==> src/rtl/rws_pkg.sv <==
`timescale 1ns / 1ps
// ----------------------------------------------------------------------------
// rws_pkg
// Shared constants and types for the running and window statistics unit.
// ----------------------------------------------------------------------------
package rws_pkg;

   localparam int WINDOW_DEPTH = 1024;
   localparam int ADDR_W       = $clog2(WINDOW_DEPTH);
   localparam int CFG_W        = 11;
   localparam int SAMPLE_W     = 16;
   localparam int COUNT_W      = 20;
   localparam int MEAN_W       = 32;
   localparam int VAR_W        = 40;
   localparam int SQ_W         = 64;
   localparam int DIVIDEND_W   = 64;
   localparam int DIVISOR_W    = 20;
   localparam int QSTEP_W      = 7;

   localparam logic [CFG_W-1:0]   WINDOW_RESET = CFG_W'(64);
   localparam logic [COUNT_W-1:0] COUNT_MAX    = '1;
   localparam logic [MEAN_W-1:0]  MEAN_MAX     = 32'hFFFF_0000;

   typedef struct packed {
      logic start;
      logic short_op;
   } div_req_type;

endpackage

==> src/rtl/rws_divider.sv <==
`timescale 1ns / 1ps
// ----------------------------------------------------------------------------
// rws_divider
// Radix-2 restoring divider, one quotient bit per cycle. A short transaction
// divides the low 32 bits of the dividend, a long one all 64.
// ----------------------------------------------------------------------------
module rws_divider (
   input  logic                            clock,
   input  logic                            reset,
   input  rws_pkg::div_req_type            div_req,
   input  logic [rws_pkg::DIVIDEND_W-1:0]  dividend,
   input  logic [rws_pkg::DIVISOR_W-1:0]   divisor,
   output logic                            done,
   output logic [rws_pkg::DIVIDEND_W-1:0]  quotient
);
   import rws_pkg::*;

   logic [QSTEP_W-1:0]    cnt_ff, cnt_in;
   logic                  done_ff, done_in;
   logic [DIVIDEND_W-1:0] num_ff, num_in;
   logic [DIVIDEND_W-1:0] quot_ff, quot_in;
   logic [DIVISOR_W-1:0]  rem_ff, rem_in;
   logic [DIVISOR_W-1:0]  dsr_ff, dsr_in;
   logic [DIVISOR_W:0]    trial;
   logic                  fits;

   assign trial = {rem_ff, num_ff[DIVIDEND_W-1]};
   assign fits  = trial >= {1'b0, dsr_ff};

   always_comb begin
      cnt_in  = cnt_ff;
      done_in = 1'b0;
      num_in  = num_ff;
      quot_in = quot_ff;
      rem_in  = rem_ff;
      dsr_in  = dsr_ff;
      if (div_req.start) begin
         cnt_in  = div_req.short_op ? QSTEP_W'(32) : QSTEP_W'(64);
         num_in  = div_req.short_op ? {dividend[31:0], 32'b0} : dividend;
         quot_in = '0;
         rem_in  = '0;
         dsr_in  = divisor;
      end else if (cnt_ff != '0) begin
         cnt_in  = cnt_ff - QSTEP_W'(1);
         num_in  = {num_ff[DIVIDEND_W-2:0], 1'b0};
         quot_in = {quot_ff[DIVIDEND_W-2:0], fits};
         rem_in  = fits ? DIVISOR_W'(trial - {1'b0, dsr_ff}) : trial[DIVISOR_W-1:0];
         done_in = (cnt_ff == QSTEP_W'(1));
      end
   end

   always_ff @(posedge clock) begin
      if (reset) begin
         cnt_ff  <= '0;
         done_ff <= 1'b0;
      end else begin
         cnt_ff  <= cnt_in;
         done_ff <= done_in;
      end
   end

   always_ff @(posedge clock) begin
      num_ff  <= num_in;
      quot_ff <= quot_in;
      rem_ff  <= rem_in;
      dsr_ff  <= dsr_in;
   end

   assign done     = done_ff;
   assign quotient = quot_ff;

endmodule

==> config.mk <==
export PLATFORM = sky130hd
export DESIGN_NAME = rws_divider
export DESIGN_NICKNAME = d
export VERILOG_FILES = /design/src/rtl/rws_pkg.sv /design/src/rtl/rws_divider.sv
export SDC_FILE = /design/constraint.sdc
export NUM_CORES = 1
export LEC_CHECK = 0
export BUFFER_PORTS_ARGS = -buffer_cell sky130_fd_sc_hd__buf_2
export CORE_MARGIN = 10
export CORE_UTILIZATION = 40
export DETAILED_ROUTE_END_ITERATION = 8
export PLACE_DENSITY = 0.61
export RECOVER_POWER = 50
export SYNTH_ARGS = -nofsm -noshare
export SYNTH_HDL_FRONTEND = slang
export SYNTH_SLANG_ARGS = --single-unit
export TNS_END_PERCENT = 20
==> constraint.sdc <==
create_clock -name clock -period 8.3 [get_ports clock]
set_input_delay 0.415 -clock clock [delete_from_list [all_inputs] [get_ports clock]]
set_output_delay 0.415 -clock clock [all_outputs]
set_load 0.01 [all_outputs]
==> results.ini, run 1 <==
[critical_path]
critPathSlowestCell=clkbuf_1
end_kind=flop
worstSetupPathType=input port to flop
crit_chain=clkbuf_1 -> clkinv_1 -> nand2_2 -> buf_4
path_max_fanout=91
startpoint_type=input port
critical_path_required_ns=8.36
arrival_ns=5.13
max_stage_delay_ns=2.83

[clock_network]
cts_made_buffers=17
cts-root-buf=clkbuf_16
clock_sinks=176
htree_levels=4
cts_hold_buf=0
clk_latency_ns=0.43
cts_resized=0
cts_buffer_depth=2
cts.clk_slew.worst_paths_ns=0.07
post-cts-setup-buffers=0
cts_tree=done

[placement]
io_buffer_count=152
dp_hpwl_um=12800
gp_congestion=0.792

[yosys]
yosysWarnings=0
async_flop_share_pct=0
synthDistinctLibCells=58
synthesis.nets=924
synth_top_area_cell=edfxtp_1
yosys-top-cells-area=edfxtp_1 31%, dfxtp_1 23%, a21oi_1 7.1%
synth-main-ff-cell=dfxtp_1
ys_ff_latch=176
synth_top_cell_area_share_pct=31.4
seq_area_frac_synth_pct=54.4
synth_area_um2=8030
syn_inst=813
synth_edf_count=84
avgSynthCellArea_um2=9.88

[routing]
remaining_drc_errors=0
dr.pass1.iters=4
routed-via-count=6217
avgRoutedWirePerCell_um=15.9
ant_nets=0
wirelength_um=19400
drt_iter0_drc=283
vias_per_cell=5.11

[pwr]
vdd_drop_max_uv=154
switching_power_uw=962
clkPwrFrac_pct=28.4
internal_power_mw=1.87
comb_power_share_pct=29.9
pwr-share-seq_pct=41.6
swShare_pct=34.0
powerDensity_nw_per_um2=299
p_leak_nw=3.65

[global_routing]
grt_max_degree=103
grtUsageTotal_pct=14.7
grt_pass1_wl_um=31700
use_met2_pct=22.2
met3_usage_pct=6.47
grt_pass1_vias=6272
grt-busiest-layer=met2
use_met1_pct=18.4
antenna_found_initial=2
grt_overflow=0

[finish]
fillerInstances=1934
final_common_cell=nand2_1
layout-drive-gt1-share_pct=13.9
nets=1048
area_delta_synth_final_pct=17.9
mostFrequentLayoutCells=143 x nand2_1, 114 x a21oi_1, 92 x dfxtp_1

[job]
max-cap-violations=1

[timing]
final-setup-viol-count=0
finalSetupTns_ns=0
rsz0062_at_grt=false
fin_crit_sh_pct=61.0
fin_crit_ns=5.07
fmax_ghz=0.197
skew_ns=0.00979
hold_violations=0
maxSlewHeadroom_pct=-175
slew_viol_final=92
tightest_slew_ns=4.13
hold_slack_ns=0.157

[floorplan]
core_um2=19600
io_pins=153
die_area_um2=26100
rows=51
fp.dieH_um=162
initial_core_util_pct=41.0
die_x_um=162

[run_status]
status=finished, violations left
failed_checks=max-capacitance violations, max-slew violations

[hold_path]
holdCritPathClass=input port to flop

worst max-delay path, delay by kind of cell:
family	cells	cell delay [ns]
buffers and inverters	3	3.97
AND/OR/NAND/NOR	1	0.60
Yosys cell counts, types with 3 or more instances:
cell type / n
dfxtp_1: 92
a21oi_1: 114
nand2_1: 144
a211oi_1: 14
xor2_1: 6
buf_2: 4
xnor2_1: 10
nand3_1: 10
o31ai_1: 5
mux2i_1: 45
and3_1: 4
a22o_1: 31
o21ai_0: 10
a31oi_1: 8
nor2b_1: 3
nor4_1: 3
clkbuf_1: 43
and2_1: 4
nor2_1: 64
edfxtp_1: 84
nor3_1: 11
ha_1: 22
a41oi_1: 4
o21a_1: 5
a21o_1: 3
inv_1: 31
cell families after synthesis:
group	synth area share, %
and+or+nand+nor	13.6
AOI/OAI and AO/OA	16.3
DFF	54.4
buffers and inverters	4.44
muxes	5.89
adders and majority gates	3.68
xor gates and xnor gates	1.75
power groups by stage:
stage	registers, mW	clock network (mW)	logic (mW)
after floorplan	1.17	0	0.684
after global placement	1.19	0	0.843
after detailed placement	1.19	0	0.848
after CTS	1.18	0.826	0.852
after global routing	1.20	0.864	0.963
final	1.18	0.805	0.846
final timing paths:
path / start / to / slack, ns / cells after the start
setup / recovery: div_req[1] / num_ff[3] / 3.23 / 4
setup reg to reg: cnt_ff[2] / num_ff[3] / 5.24 / 6
hold / removal: divisor[4] / dsr_ff[4] / 0.16 / 1
hold reg to reg: quotient[63] / quotient[63] / 0.46 / 2
cell type report:
cell class	count	area [um^2]	share of cell area (%)
diodes	2	5.00	0.0529
clock buffers	21	472	4.98
clock inverters	11	121	1.28
inverters	32	120	1.27
multi-input cells	552	3330	35.2
flip-flops and latches	176	4360	46.1
well taps	265	332	3.50
repair buffers	158	722	7.63
stage by stage:
stage | utilization [%] | power [mW] | setup WS (ns) | area [um^2] | cells
2_1_floorplan | - | 1.86 | 5.16 | 8030 | 813
3_3_place_gp | 45.7 | 2.03 | 5.19 | 8960 | 1183
3_5_place_dp | 45.7 | 2.04 | 5.21 | 8960 | 1183
4_1_cts | 48.7 | 2.86 | 5.21 | 9550 | 1215
5_1_grt | 48.3 | 3.02 | 2.68 | 9460 | 1215
6_report | 48.3 | 2.83 | 3.23 | 9470 | 1217
registers in the layout, indices dropped and copies added, names as in the netlist:
signal	cells
rem_ff	20
cnt_ff	7
done	1
num_ff	64
quotient	64
dsr_ff	20
metal layers:
layer	routed length, um	vias up
li1	-	3148
met1	8940	2914
met5	0	-
met4	265	0
met3	1540	22
met2	8610	133
No activity file was read; power rests on OpenSTA's default activity.
==> run 2: changes to the inputs <==
Clock period 8.3 ns to 4.7 ns, I/O delays scaled along.
==> run 2 against run 1 <==
Net effect:
- the run still ends with max-capacitance violations, max-slew violations left
- clock power is 74% higher
- combinational power is 80% higher
- core utilization grew 0.98 points
- via count grew 2.1%
- critical path depth is 2 higher
- hold slack got worse by 0.054 ns
- first-iteration DRC count grew 22%
- worst setup slack got worse by 2.0 ns
- final cell count increased by 1.7%
- design area increased by 2.0%
- non-clock buffer count is 21 higher
- global-route usage grew 0.48 points
==> results.ini, run 2 (synthesized netlist as in run 1, its figures left out) <==
[run_status]
status=finished, violations left  ; unchanged
failed_checks=max-capacitance violations, max-slew violations  ; unchanged

[critical_path]
end_kind=flop  ; unchanged
crit_path_frequent_cell=clkbuf_1
reg2regPathDepth=9  ; was 6
crit_chain=buf_4 -> clkinv_1 -> clkbuf_1 -> nor2_1 -> clkbuf_1 -> a22o_1  ; was clkbuf_1 -> clkinv_1 -> nand2_2 -> buf_4
critPathSlowestCell=clkbuf_1  ; unchanged
worstSetupPathType=input port to flop  ; unchanged
path_max_fanout=61  ; was 91
startpoint_type=input port  ; unchanged
arrival_ns=3.71  ; was 5.13 ns
crit_family=buffers and inverters  ; unchanged
max_stage_delay_ns=1.18  ; was 2.83 ns
path_buf_inv=4  ; was 3
crit_cells=6  ; was 4
critical_path_required_ns=4.98  ; was 8.36 ns

[floorplan]
fp.dieH_um=162  ; unchanged
die_x_um=162  ; unchanged
rows=51  ; unchanged
die_area_um2=26100  ; unchanged
core_um2=19600  ; unchanged
initial_core_util_pct=41.0  ; unchanged
io_pins=153  ; unchanged

[finish]
fillerInstances=1911  ; was 1934
layoutNonFillerInstCount=1238  ; was 1217
multiInputGateArea_um2=3330  ; about the same
layout-drive-gt1-share_pct=13.5  ; was 13.9%
final_common_cell=nand2_1  ; unchanged
seqCellArea_um2=4360  ; unchanged
nets=1069  ; was 1048
mostFrequentLayoutCells=144 x nand2_1, 114 x a21oi_1, 92 x dfxtp_1  ; was 143 x nand2_1, 114 x a21oi_1, 92 x dfxtp_1
area_delta_synth_final_pct=20.3  ; was 17.9%

[routing]
avgRoutedWirePerCell_um=16.1  ; was 15.9 um
ant_nets=0  ; unchanged
drt_iter0_drc=345  ; was 283
remaining_drc_errors=0  ; unchanged
vias_per_cell=5.13  ; was 5.11
routed-via-count=6347  ; was 6217
dr.pass1.iters=4  ; unchanged
wirelength_um=19900  ; was 19400 um

[global_routing]
grtUsageTotal_pct=15.2  ; was 14.7%
grt_max_degree=71  ; was 103
grt_pass1_vias=6341  ; was 6272
antenna_found_initial=2  ; unchanged
grt_overflow=0  ; unchanged
grt_pass1_wl_um=32700  ; was 31700 um

[placement]
dp.cells=1184  ; was 1183
dp_hpwl_um=13300  ; was 12800 um
io_buffer_count=152  ; unchanged
gp_congestion=0.814  ; was 0.792

[clock_network]
htree_levels=4  ; unchanged
cts_made_buffers=17  ; unchanged
clk_latency_ns=0.43  ; about the same
post-cts-setup-buffers=0  ; unchanged
clock_sinks=176  ; unchanged
cts_tree=done  ; unchanged
cts.clk_slew.worst_paths_ns=0.08  ; was 0.07 ns
cts-root-buf=clkbuf_16  ; unchanged
cts_buffer_depth=2  ; unchanged

[pwr]
vdd_drop_max_uv=249  ; was 154 uV
p_leak_nw=3.73  ; was 3.65 nW
powerDensity_nw_per_um2=517  ; was 299 nW/um^2

[timing]
fmax_ghz=0.291
fin_crit_sh_pct=73.0
finalSetupTns_ns=0  ; unchanged
skew_ns=0.0138  ; was 0.00979 ns
final-setup-viol-count=0  ; unchanged
fin_crit_ns=3.43
hold_violations=0  ; unchanged
maxSlewHeadroom_pct=-49.1  ; was -175%
tightest_slew_ns=2.24  ; was 4.13 ns
rsz0062_at_grt=false  ; unchanged
slew_viol_final=124  ; was 92

[hold_path]
hold_depth=2  ; was 1
holdCritPathClass=input port to flop  ; unchanged

[job]
max-cap-violations=3  ; was 1

-- run 2: changes by cell type in the layout (fill, tap and decap cells not counted), sizes merged --
cell and change:
dlygate4sd3 +20, clkinv +3, buf -2, bufinv -1
inv +1
-- run 2: power breakdown --
group	internal, mW	switching [mW]	total [mW]
combinational	0.566	0.951	1.52
sequential	1.95	0.133	2.08
clock	0.736	0.659	1.40
total	3.25	1.74	4.99
-- run 2: path summary, 6_finish.rpt --
check	from	end	slack, ns
hold / removal	reset	cnt_ff[2]	0.10
setup reg to reg	dsr_ff[1]	rem_ff[7]	1.63
setup / recovery	div_req[1]	num_ff[23]	1.27
hold reg to reg	quotient[63]	quotient[63]	0.46
-- run 2: metal layers --
layer  vias to the layer above  share of wire (%)  global-route usage, %
met1                      2996                 46                   19.2
met2                       140                 45                   23.3
met5                         -                  0                      0
met3                        19                8.1                   6.45
met4                         0                1.2                   4.38
li1                       3192                  -                      -
-- run 2: per-stage QoR --
step	cell area, um^2	util, %	setup WS, ns	hold slack [ns]	total power [mW]
finish	9660	49.3	1.27	0.103	4.99
global route	9650	49.3	0.914	0.0909	5.34
CTS	9730	49.7	1.67	0.00378	5.05
detailed placement	8960	45.8	1.72	0.413	3.62
global placement	8960	45.8	1.77	0.412	3.61
floorplan	8030	-	1.56	0.334	3.28
-- run 2: worst register-to-register path, stage by stage, from the launching register on --
cell and delay, ns:
edfxtp_1 0.43, inv_1 0.08, ha_1 0.23, and2b_1 0.20, o21bai_4 0.15, a311o_1 0.26
nand3_2 0.17, a21oi_1 0.91, nor4b_1 0.16, a311o_1 0.36
-- run 2: what timing repair did --
item | 4_1_cts | 5_1_grt
hold buffers | 18 | 2
endpoints found under the hold margin | 18 | 2
gates resized for setup | 0 | 0
-- run 2: area by class of cell --
type	count	area share, %
multi-input cells	552	34.5
inverters	32	1.24
clock buffers	18	4.66
flip-flops and latches	176	45.2
diodes	2	0.0518
clock inverters	14	1.43
repair buffers	179	9.54
well taps	265	3.43
==> run 3: changes to the inputs <==
Clock period 4.7 ns to 3.6 ns, I/O delays scaled along.
==> run 3 against run 2 <==
Net effect:
- the flow still finishes with violations (max-capacitance violations, max-slew violations)
- worst setup slack got worse by 0.56 ns
- design area rose by 0.60%
- via count fell by 1.7%
- hold slack got worse by 0.062 ns
- register-to-register slack got worse by 0.85 ns
- core utilization rose by 0.29 points
- clock skew fell by 0.0029 ns
- total power rose by 33%
- critical endpoint is now num_ff[58]
- largest power group unchanged
==> results.ini, run 3 (synthesized netlist as in run 1, its figures left out) <==
[run_status]
status=finished, violations left  ; unchanged
failed_checks=max-capacitance violations, max-slew violations  ; unchanged

[timing]
maxSlewHeadroom_pct=-44.0  ; was -49.1%
fin_crit_ns=2.89
fmax_ghz=0.346
final-setup-viol-count=0  ; unchanged
rsz0062_at_grt=false  ; unchanged
hold_slack_ns=0.0408  ; was 0.103 ns
skew_ns=0.0109  ; was 0.0138 ns
tightest_slew_ns=2.16  ; was 2.24 ns
fin_crit_sh_pct=80.3
finalSetupTns_ns=0  ; unchanged
hold_violations=0  ; unchanged
slew_viol_final=45  ; was 124

[floorplan]
rows=51  ; unchanged
fp.dieH_um=162  ; unchanged
die_x_um=162  ; unchanged
core_um2=19600  ; unchanged
io_pins=153  ; unchanged
initial_core_util_pct=41.0  ; unchanged
die_area_um2=26100  ; unchanged

[critical_path]
arrival_ns=2.99  ; was 3.71 ns
crit_family=buffers and inverters  ; unchanged
path_max_fanout=62  ; was 61
worstSetupPathType=input port to flop  ; unchanged
critical_path_required_ns=3.70  ; was 4.98 ns
startpoint_type=input port  ; unchanged
critPathSlowestCell=clkbuf_2  ; was clkbuf_1
crit_chain=clkbuf_2 -> clkinv_1 -> clkbuf_2 -> nand2_2 -> buf_12  ; was buf_4 -> clkinv_1 -> clkbuf_1 -> nor2_1 -> clkbuf_1 -> a22o_1
crit_path_frequent_cell=clkbuf_2  ; was clkbuf_1
path_buf_inv=4  ; unchanged
max_stage_delay_ns=0.84  ; was 1.18 ns
end_kind=flop  ; unchanged

[global_routing]
grt_pass1_vias=6342  ; was 6341
grtUsageTotal_pct=15.1  ; was 15.2%
grt_pass1_wl_um=32400  ; was 32700 um
grt_overflow=0  ; unchanged
grt_max_degree=80  ; was 71
antenna_found_initial=4  ; was 2

[clock_network]
cts_resized=0  ; unchanged
cts_buffer_depth=2  ; unchanged
clock_sinks=176  ; unchanged
cts_tree=done  ; unchanged
clk_latency_ns=0.43  ; about the same
cts_hold_buf=20  ; was 18
cts.clk_slew.worst_paths_ns=0.07  ; was 0.08 ns
htree_levels=4  ; unchanged
post-cts-setup-buffers=0  ; unchanged
cts-root-buf=clkbuf_16  ; unchanged
cts_made_buffers=17  ; unchanged

[routing]
drt_iter0_drc=333  ; was 345
dr.pass1.iters=6  ; was 4
avgRoutedWirePerCell_um=16.0  ; was 16.1 um
wirelength_um=19900  ; about the same
routed-via-count=6238  ; was 6347
vias_per_cell=5.02  ; was 5.13
ant_nets=0  ; unchanged
remaining_drc_errors=0  ; unchanged

[pwr]
p_leak_nw=3.75  ; was 3.73 nW
vdd_drop_max_uv=385  ; was 249 uV
powerDensity_nw_per_um2=682  ; was 517 nW/um^2

[finish]
final_common_cell=nand2_1  ; unchanged
mostFrequentLayoutCells=143 x nand2_1, 114 x a21oi_1, 92 x dfxtp_1  ; was 144 x nand2_1, 114 x a21oi_1, 92 x dfxtp_1
layout-drive-gt1-share_pct=13.4  ; was 13.5%
final_util_pct=49.6  ; was 49.3%
area_delta_synth_final_pct=21.0  ; was 20.3%
nets=1072  ; was 1069

[placement]
dp_hpwl_um=13300  ; about the same
io_buffer_count=152  ; unchanged
gp_congestion=0.797  ; was 0.814

[hold_path]
holdCritPathClass=input port to flop  ; unchanged

[job]
max-cap-violations=1  ; was 3

## run 3: cell count changes in the layout (fill, tap and decap cells not counted), sizes merged
cell / previous run / this run
clkbuf: 88 / 96
clkinv: 8 / 4
buf: 89 / 88
bufinv: 0 / 1
diode: 2 / 3
inv: 38 / 37
## run 3: cell type report
cell class                      instances  area, um^2
Clock inverter                         10         114
Tap cell                              265         332
Multi-Input combinational cell        552        3330
Antenna cell                            3        7.51
Inverter                               32         120
Timing Repair Buffer                  182         951
Sequential cell                       176        4360
Fill cell                            1845        9880
Clock buffer                           22         497
## run 3: where the power goes
group          internal, mW  total (mW)  switching [mW]
registers              2.54        2.71           0.169
clock network          1.08        1.91           0.836
logic                 0.759        2.01            1.25
total                  4.37        6.62            2.25
## run 3: final timing paths
check | from | slack, ns | endpoint | cells past startpoint
max | div_req[1] | 0.71 | num_ff[58] | 5
min | reset | 0.04 | cnt_ff[6] | 2
max reg2reg | dsr_ff[11] | 0.78 | rem_ff[3] | 9
min reg2reg | quotient[63] | 0.46 | quotient[63] | 2
## run 3: layer usage
metal | vias up | track usage [%] | part of all wire [%]
met3 | 20 | 6.65 | 7.6
met1 | 2905 | 18.9 | 47
li1 | 3189 | - | -
met5 | - | 0 | 0.13
met2 | 120 | 22.8 | 45
met4 | 4 | 4.71 | 1.1
## run 3: per-stage QoR
stage	power [mW]	setup WS (ns)	area, um^2	std cells
after global routing	7.06	0.379	9710	1240
after global placement	4.73	0.913	9000	1187
after floorplan	4.28	0.455	8030	813
final	6.62	0.710	9710	1242
after detailed placement	4.74	0.862	9000	1187
after CTS	6.70	0.840	9810	1239
## run 3: worst register-to-register path, delay by kind of cell (launching register included)
| family | cells | cell delay, ns |
|---|---|---|
| muxes | 1 | 0.29 |
| adders and majority gates | 1 | 0.35 |
| AOI/OAI and AO/OA | 3 | 1.11 |
| DFF | 1 | 0.32 |
| buffers and inverters | 1 | 0.04 |
| and+or+nand+nor | 3 | 0.48 |
